--- config.mk ---
export PLATFORM = sky130hd
export DESIGN_NAME = binary_to_ascii_dec_hex_flat
export DESIGN_NICKNAME = d
export VERILOG_FILES = /design/src/hw/rtl/b2a_pkg.sv /design/src/hw/rtl/b2a_if.sv /design/src/hw/rtl/b2a_cell.sv /design/src/hw/rtl/b2a_conv.sv /design/src/hw/rtl/b2a_emit.sv /design/src/hw/rtl/binary_to_ascii_dec_hex.sv /design/src/flat_wrapper.sv
export SDC_FILE = /design/constraint.sdc
export NUM_CORES = 1
export LEC_CHECK = 0
export ABC_AREA = 1
export BUFFER_PORTS_ARGS = -buffer_cell sky130_fd_sc_hd__buf_2
export CORE_MARGIN = 8
export CORE_UTILIZATION = 45
export CTS_BUF_LIST = sky130_fd_sc_hd__clkbuf_4
export DETAILED_ROUTE_END_ITERATION = 16
export PLACE_DENSITY = 0.58
export SLEW_MARGIN = 20
export SYNTH_ARGS = -nofsm -noshare
export SYNTH_HDL_FRONTEND = slang
export SYNTH_HIERARCHICAL = 1
export SYNTH_SLANG_ARGS = --single-unit
--- constraint.sdc ---
create_clock -name clk_i -period 5.6 [get_ports clk_i]
set_input_delay 0.28 -clock clk_i [delete_from_list [all_inputs] [get_ports clk_i]]
set_output_delay 0.28 -clock clk_i [all_outputs]
set_load 0.01 [all_outputs]
--- src/hw/rtl/b2a_pkg.sv ---
// ----------------------------------------------------------------------------
// b2a_pkg
// shared types, constants and helpers of the binary to ascii converter
// ----------------------------------------------------------------------------
package b2a_pkg;

  localparam int unsigned ValueW       = 32;
  localparam int unsigned DigitW       = 4;
  localparam int unsigned CharW        = 7;
  localparam int unsigned DigitSlots   = 10;
  localparam int unsigned BitsPerCycle = 4;
  localparam int unsigned ShiftCycles  = ValueW / BitsPerCycle;
  localparam int unsigned CntW         = $clog2(ShiftCycles);
  localparam int unsigned PtrW         = $clog2(DigitSlots);

  localparam logic [DigitW-1:0] DabbleLimit = 4'd5;
  localparam logic [DigitW-1:0] DabbleAdd   = 4'd3;
  localparam logic [DigitW-1:0] DecimalTop  = 4'd9;

  localparam logic [CharW-1:0] CharZero   = 7'd48;
  localparam logic [CharW-1:0] CharUpperA = 7'd65;

  typedef logic [DigitW-1:0] digit_t;

  typedef struct packed {
    logic                         valid;
    digit_t [DigitSlots-1:0]      digits;
  } b2a_res_t;

  function automatic logic [CharW-1:0] digit_to_ascii(input digit_t d);
    logic [CharW-1:0] c;
    if (d <= DecimalTop) begin
      c = CharZero + CharW'(d);
    end else begin
      c = CharUpperA + CharW'(d - (DecimalTop + 4'd1));
    end
    return c;
  endfunction

endpackage

--- src/hw/rtl/b2a_if.sv ---
// ----------------------------------------------------------------------------
// b2a interfaces
// valid/ready channels for values in and characters out
// ----------------------------------------------------------------------------
interface b2a_in_if import b2a_pkg::*; ();
  logic              valid;
  logic              ready;
  logic [ValueW-1:0] value;
  logic              radix_is_hex;

  modport source (output valid, output value, output radix_is_hex, input ready);
  modport sink   (input valid, input value, input radix_is_hex, output ready);
endinterface

interface b2a_out_if import b2a_pkg::*; ();
  logic             valid;
  logic             ready;
  logic [CharW-1:0] digit_char;
  logic             last_digit;

  modport source (output valid, output digit_char, output last_digit, input ready);
  modport sink   (input valid, input digit_char, input last_digit, output ready);
endinterface

--- src/hw/rtl/b2a_cell.sv ---
// ----------------------------------------------------------------------------
// b2a_cell
// one digit of the shift-and-correct chain, several bit steps per cycle while shift_i is set
// ----------------------------------------------------------------------------
module b2a_cell import b2a_pkg::*; (
  input  logic                    clk_i,
  input  logic                    rst_ni,
  input  logic                    clear_i,
  input  logic                    shift_i,
  input  logic                    hex_i,
  input  logic [BitsPerCycle-1:0] carry_i,
  output logic [BitsPerCycle-1:0] carry_o,
  output digit_t                  digit_o
);

  digit_t digit_q, digit_d;

  always_comb begin
    digit_d = digit_q;
    for (int j = 0; j < BitsPerCycle; j++) begin
      if (!hex_i && (digit_d >= DabbleLimit)) begin
        digit_d = digit_d + DabbleAdd;
      end
      carry_o[j] = digit_d[DigitW-1];
      digit_d    = {digit_d[DigitW-2:0], carry_i[j]};
    end
  end

  always_ff @(posedge clk_i or negedge rst_ni) begin
    if (!rst_ni) begin
      digit_q <= '0;
    end else if (clear_i) begin
      digit_q <= '0;
    end else if (shift_i) begin
      digit_q <= digit_d;
    end
  end

  assign digit_o = digit_q;

endmodule

--- src/hw/rtl/b2a_conv.sv ---
// ----------------------------------------------------------------------------
// b2a_conv
// feeds the value into the digit cell chain and holds the finished digits
// ----------------------------------------------------------------------------
module b2a_conv import b2a_pkg::*; (
  input  logic        clk_i,
  input  logic        rst_ni,
  b2a_in_if.sink      in_i,
  input  logic        take_i,
  output b2a_res_t    res_o
);

  typedef enum logic [1:0] {
    ST_IDLE,
    ST_SHIFT,
    ST_DONE
  } conv_state_e;

  conv_state_e       state_q;
  logic [CntW-1:0]   cnt_q;
  logic [ValueW-1:0] value_q;
  logic              hex_q;
  logic              accept;
  logic              shift;

  logic [DigitSlots:0][BitsPerCycle-1:0] carry;
  digit_t [DigitSlots-1:0]                digits;

  assign in_i.ready = (state_q == ST_IDLE) || ((state_q == ST_DONE) && take_i);
  assign accept     = in_i.valid && in_i.ready;
  assign shift      = (state_q == ST_SHIFT);

  always_ff @(posedge clk_i or negedge rst_ni) begin
    if (!rst_ni) begin
      state_q <= ST_IDLE;
      cnt_q   <= '0;
    end else begin
      case (state_q)
        ST_IDLE: begin
          if (accept) begin
            state_q <= ST_SHIFT;
            cnt_q   <= '0;
          end
        end
        ST_SHIFT: begin
          cnt_q <= cnt_q + 1'b1;
          if (cnt_q == CntW'(ShiftCycles - 1)) begin
            state_q <= ST_DONE;
          end
        end
        ST_DONE: begin
          if (take_i) begin
            state_q <= accept ? ST_SHIFT : ST_IDLE;
            cnt_q   <= '0;
          end
        end
        default: begin
          state_q <= ST_IDLE;
        end
      endcase
    end
  end

  always_ff @(posedge clk_i) begin
    if (accept) begin
      value_q <= in_i.value;
      hex_q   <= in_i.radix_is_hex;
    end else if (shift) begin
      value_q <= {value_q[ValueW-BitsPerCycle-1:0], {BitsPerCycle{1'b0}}};
    end
  end

  // msb first into the least significant digit
  always_comb begin
    for (int j = 0; j < BitsPerCycle; j++) begin
      carry[0][j] = value_q[ValueW-1-j];
    end
  end

  for (genvar k = 0; k < DigitSlots; k++) begin : g_cell
    b2a_cell u_cell (
      .clk_i   (clk_i),
      .rst_ni  (rst_ni),
      .clear_i (accept),
      .shift_i (shift),
      .hex_i   (hex_q),
      .carry_i (carry[k]),
      .carry_o (carry[k+1]),
      .digit_o (digits[k])
    );
  end

  assign res_o.valid  = (state_q == ST_DONE);
  assign res_o.digits = digits;

endmodule

--- src/hw/rtl/b2a_emit.sv ---
// ----------------------------------------------------------------------------
// b2a_emit
// drops leading zeros and sends the digits out one character at a time
// ----------------------------------------------------------------------------
module b2a_emit import b2a_pkg::*; (
  input  logic        clk_i,
  input  logic        rst_ni,
  input  b2a_res_t    res_i,
  output logic        take_o,
  b2a_out_if.source   out_o
);

  digit_t [DigitSlots-1:0] digits_q;
  logic [PtrW-1:0]         ptr_q;
  logic                    busy_q;
  logic                    last;

  function automatic logic [PtrW-1:0] msd_index(input digit_t [DigitSlots-1:0] d);
    logic [PtrW-1:0] idx;
    idx = '0;
    for (int k = 1; k < DigitSlots; k++) begin
      if (d[k] != '0) begin
        idx = PtrW'(k);
      end
    end
    return idx;
  endfunction

  assign last   = (ptr_q == '0);
  assign take_o = res_i.valid && (!busy_q || (last && out_o.ready));

  always_ff @(posedge clk_i or negedge rst_ni) begin
    if (!rst_ni) begin
      busy_q <= 1'b0;
      ptr_q  <= '0;
    end else if (take_o) begin
      busy_q <= 1'b1;
      ptr_q  <= msd_index(res_i.digits);
    end else if (busy_q && out_o.ready) begin
      if (last) begin
        busy_q <= 1'b0;
      end else begin
        ptr_q <= ptr_q - 1'b1;
      end
    end
  end

  always_ff @(posedge clk_i) begin
    if (take_o) begin
      digits_q <= res_i.digits;
    end
  end

  assign out_o.valid      = busy_q;
  assign out_o.digit_char = digit_to_ascii(digits_q[ptr_q]);
  assign out_o.last_digit = last;

endmodule

--- src/hw/rtl/binary_to_ascii_dec_hex.sv ---
// ----------------------------------------------------------------------------
// binary_to_ascii_dec_hex
// 32-bit unsigned value to decimal or uppercase hex ascii characters
// ----------------------------------------------------------------------------
// A value is pushed four bits per cycle through a chain of ten digit cells
// (shift-and-add-3 for decimal, plain shift for hex); the finished digits
// are then held until the output stage takes them. The output stage sends
// one character per cycle while the sink is ready, most significant first
// with leading zeros dropped, last_digit set on the final one. The next
// value converts while the previous one is still being sent.
module binary_to_ascii_dec_hex import b2a_pkg::*; (
  input  logic       clk_i,
  input  logic       rst_ni,
  b2a_in_if.sink     in_i,
  b2a_out_if.source  out_o
);

  b2a_res_t res;
  logic     take;

  b2a_conv u_conv (
    .clk_i  (clk_i),
    .rst_ni (rst_ni),
    .in_i   (in_i),
    .take_i (take),
    .res_o  (res)
  );

  b2a_emit u_emit (
    .clk_i  (clk_i),
    .rst_ni (rst_ni),
    .res_i  (res),
    .take_o (take),
    .out_o  (out_o)
  );

`ifndef SYNTHESIS
  a_take_needs_result: assert property (@(posedge clk_i) disable iff (!rst_ni)
    take |-> res.valid)
    else $error("digits taken without a finished conversion");

  a_result_held: assert property (@(posedge clk_i) disable iff (!rst_ni)
    (res.valid && !take) |=> (res.valid && $stable(res.digits)))
    else $error("finished digits changed before handoff");

  a_accept_starts_conv: assert property (@(posedge clk_i) disable iff (!rst_ni)
    (in_i.valid && in_i.ready) |=> !res.valid)
    else $error("result valid right after a new value was accepted");

  a_run_continues: assert property (@(posedge clk_i) disable iff (!rst_ni)
    (out_o.valid && out_o.ready && !out_o.last_digit) |=> out_o.valid)
    else $error("character run broken before its last digit");
`endif

endmodule
--- src/flat_wrapper.sv ---
// flat-port wrapper written by rule: the top's interface ports become plain ports
module binary_to_ascii_dec_hex_flat import b2a_pkg::*;
  (clk_i, rst_ni, in_i_valid, in_i_value, in_i_radix_is_hex, in_i_ready, out_o_valid, out_o_digit_char, out_o_last_digit, out_o_ready);
  b2a_in_if in_i_i ();
  b2a_out_if out_o_i ();
  input  logic clk_i;
  input  logic rst_ni;
  input wire logic [$bits(in_i_i.valid)-1:0] in_i_valid;
  input wire logic [$bits(in_i_i.value)-1:0] in_i_value;
  input wire logic [$bits(in_i_i.radix_is_hex)-1:0] in_i_radix_is_hex;
  output wire logic [$bits(in_i_i.ready)-1:0] in_i_ready;
  output wire logic [$bits(out_o_i.valid)-1:0] out_o_valid;
  output wire logic [$bits(out_o_i.digit_char)-1:0] out_o_digit_char;
  output wire logic [$bits(out_o_i.last_digit)-1:0] out_o_last_digit;
  input wire logic [$bits(out_o_i.ready)-1:0] out_o_ready;
  assign in_i_i.valid = in_i_valid;
  assign in_i_i.value = in_i_value;
  assign in_i_i.radix_is_hex = in_i_radix_is_hex;
  assign in_i_ready = in_i_i.ready;
  assign out_o_valid = out_o_i.valid;
  assign out_o_digit_char = out_o_i.digit_char;
  assign out_o_last_digit = out_o_i.last_digit;
  assign out_o_i.ready = out_o_ready;
  binary_to_ascii_dec_hex u_core (.clk_i(clk_i), .rst_ni(rst_ni), .in_i(in_i_i), .out_o(out_o_i));
endmodule
==> results.sh <==
export IMPL_slew_violations=0
export IMPL_cts_buffers=17
export IMPL_nets=1827
export IMPL_period_share_pct=92.7
export IMPL_fin_util_pct=50.7
export IMPL_setup_ws_ns=0.409
export IMPL_clock_skew_ns=0.0227
export IMPL_drc=0
export IMPL_place_gp_congestion=0.839
export IMPL_grt_pass1_vias=9448
export IMPL_critPathMaxStageDelay_ns=0.53
export IMPL_outcome="completed"
export IMPL_die_h_um=181
export IMPL_max_slew_margin_pct=35.0
export IMPL_final_cell_mix="nand2_1, nand3_1, inv_1"
export IMPL_min_period_ns=5.19
export IMPL_dp_hpwl_um=18800
export IMPL_initial_core_util_pct=45.7
export IMPL_clockRootBuffer="clkbuf_4"
export IMPL_fp_dieW_um=181
export IMPL_ant_nets=0
export IMPL_gr_total_overflow=0
export IMPL_ys_warn_count=6
export IMPL_die_area_mm2=0.0328
export IMPL_track_usage_pct=15.7
export IMPL_layout_commonest_cell="nand2_1"
export IMPL_hold_end="u_core/u_conv/cnt_q[0]$_DFFE_PN0P_"
export IMPL_area_growth_pct=10.8
export IMPL_drt_total_wl_um=25200
export IMPL_r2r_cells=34
export IMPL_vias=9904
export IMPL_rsz0062_at_grt="true"
export IMPL_syn_area_per_cell_um2=7.67
export IMPL_drive_gt1_share_pct=25.0
export IMPL_hold_violations=0
export IMPL_top_level_ports=47
export IMPL_htreeDepth=4
export IMPL_end_kind="register"
export IMPL_grt_pass1_wl_um=43800
export IMPL_grt_max_degree=51
export IMPL_clkLatencyLatePin_ns=0.54
export IMPL_maxCapViolCount=0
export IMPL_hp_start="in_i_valid"
export IMPL_viasPerCell=4.81
export IMPL_path_max_fanout=16
export IMPL_start_kind="register"
export IMPL_fin_hold_ws_ns=0.241
export IMPL_drt_iter0_markers=444
export IMPL_reg2reg_slack_ns=0.41
export IMPL_min_path_type="primary input to register"
export IMPL_place_ws_ns=0.246
export IMPL_worst_pin_slew_ns=0.974
export IMPL_r2r_end="u_core/u_conv/g_cell[5].u_cell/digit_o[0]$_DFFE_PN0P_"
export IMPL_synth_cells=1602
export IMPL_rows=60
export IMPL_synthesis_nets=1726
export IMPL_drt_pre_antenna_iters=5
export IMPL_reg2reg_from="u_core/u_conv/hex_q$_DFFE_PN_"
export IMPL_antenna_found_initial=1
export IMPL_routedWlPerCell_um=12.2
export IMPL_coreArea_mm2=0.0269
export IMPL_clock_sinks=123
export IMPL_path_clk_slew_ns=0.12
export IMPL_clock_path_buffers=2
export IMPL_setup_viol=0
export IMPL_cts_tree="built"
export IMPL_slowest_stage="edfxtp_1"
export IMPL_max_freq_mhz=193
export IMPL_port_buffers=46
export IMPL_crit_required_ns=6.03
export IMPL_crit_type="register to register"
export IMPL_min_delay_path_depth=6
export IMPL_worstPathArrival_ns=5.63
export IMPL_netlist_area_mm2=0.0123
==> per-stage QoR <==
| stage | TNS, ns | instances | instance area (µm²) |
|---|---|---|---|
| 2_1_floorplan | 0 | 1602 | 12300 |
| 3_3_place_gp | 0 | 1981 | 12800 |
| 3_5_place_dp | 0 | 1981 | 12800 |
| 4_1_cts | 0 | 2048 | 13500 |
| 5_1_grt | -0.0820 | 2058 | 13600 |
| 6_report | 0 | 2058 | 13600 |
==> routing by layer <==
metal	vias to the layer above	GRT usage, %	part of all wire, %
met4	0	3.71	0.97
li1	5280	-	-
met2	128	26.1	46
met1	4484	21.0	49
met5	-	0	0
met3	12	2.45	3.1
==> worst max-delay path, delay by kind of cell, from the launching register on <==
family          cells  cell delay, ns
xor+xnor            3            0.77
simple gates       14            1.21
buf+inv            10            1.18
compound gates      4            0.69
flops               1            0.53
fa+ha+maj           3            0.70
==> flip-flops by register name, indices dropped and copies added, names as in the netlist <==
| register | cells |
|---|---|
| u_core/u_emit/out_o.valid | 1 |
| u_core/u_conv/value_q | 32 |
| u_core/u_conv/state_q | 2 |
| u_core/u_conv/g_cell.u_cell/digit_o | 40 |
| u_core/u_emit/digits_q | 40 |
| u_core/u_conv/cnt_q | 3 |
| u_core/u_conv/hex_q | 1 |
| u_core/u_emit/ptr_q | 4 |
==> how the worst max path moves through the flow <==
stage | to | startpoint
floorplan | u_core/u_conv/g_cell[7].u_cell/digit_o[0]$_DFFE_PN0P_ | u_core/u_conv/g_cell[3].u_cell/digit_o[0]$_DFFE_PN0P_
global placement | u_core/u_conv/g_cell[4].u_cell/digit_o[0]$_DFFE_PN0P_ | u_core/u_conv/g_cell[0].u_cell/digit_o[0]$_DFFE_PN0P_
detailed placement | u_core/u_conv/g_cell[4].u_cell/digit_o[0]$_DFFE_PN0P_ | u_core/u_conv/g_cell[0].u_cell/digit_o[0]$_DFFE_PN0P_
CTS | u_core/u_conv/g_cell[4].u_cell/digit_o[0]$_DFFE_PN0P_ | u_core/u_conv/g_cell[0].u_cell/digit_o[0]$_DFFE_PN0P_
global route | u_core/u_conv/g_cell[4].u_cell/digit_o[0]$_DFFE_PN0P_ | u_core/u_conv/g_cell[0].u_cell/digit_o[0]$_DFFE_PN0P_
finish | u_core/u_conv/g_cell[5].u_cell/digit_o[0]$_DFFE_PN0P_ | u_core/u_conv/hex_q$_DFFE_PN_
==> cell type report <==
class | count | area, µm²
Sequential cell | 123 | 3450
Inverter | 245 | 1060
Clock inverter | 14 | 160
Multi-Input combinational cell | 1212 | 7630
Tap cell | 341 | 427
Clock buffer | 18 | 135
Fill cell | 2622 | 13300
Antenna cell | 1 | 2.50
Timing Repair Buffer | 104 | 753
==> what timing repair did <==
action,CTS,global route
buffers inserted,0,9
gates resized for setup,0,15
hold buffers,35,0
setup endpoints to repair,0,19
endpoints found under the hold margin,84,0
Power is left out: the tool's default activity adds up to more than one toggle a clock period on the data nets, which glitch-free logic cannot reach.
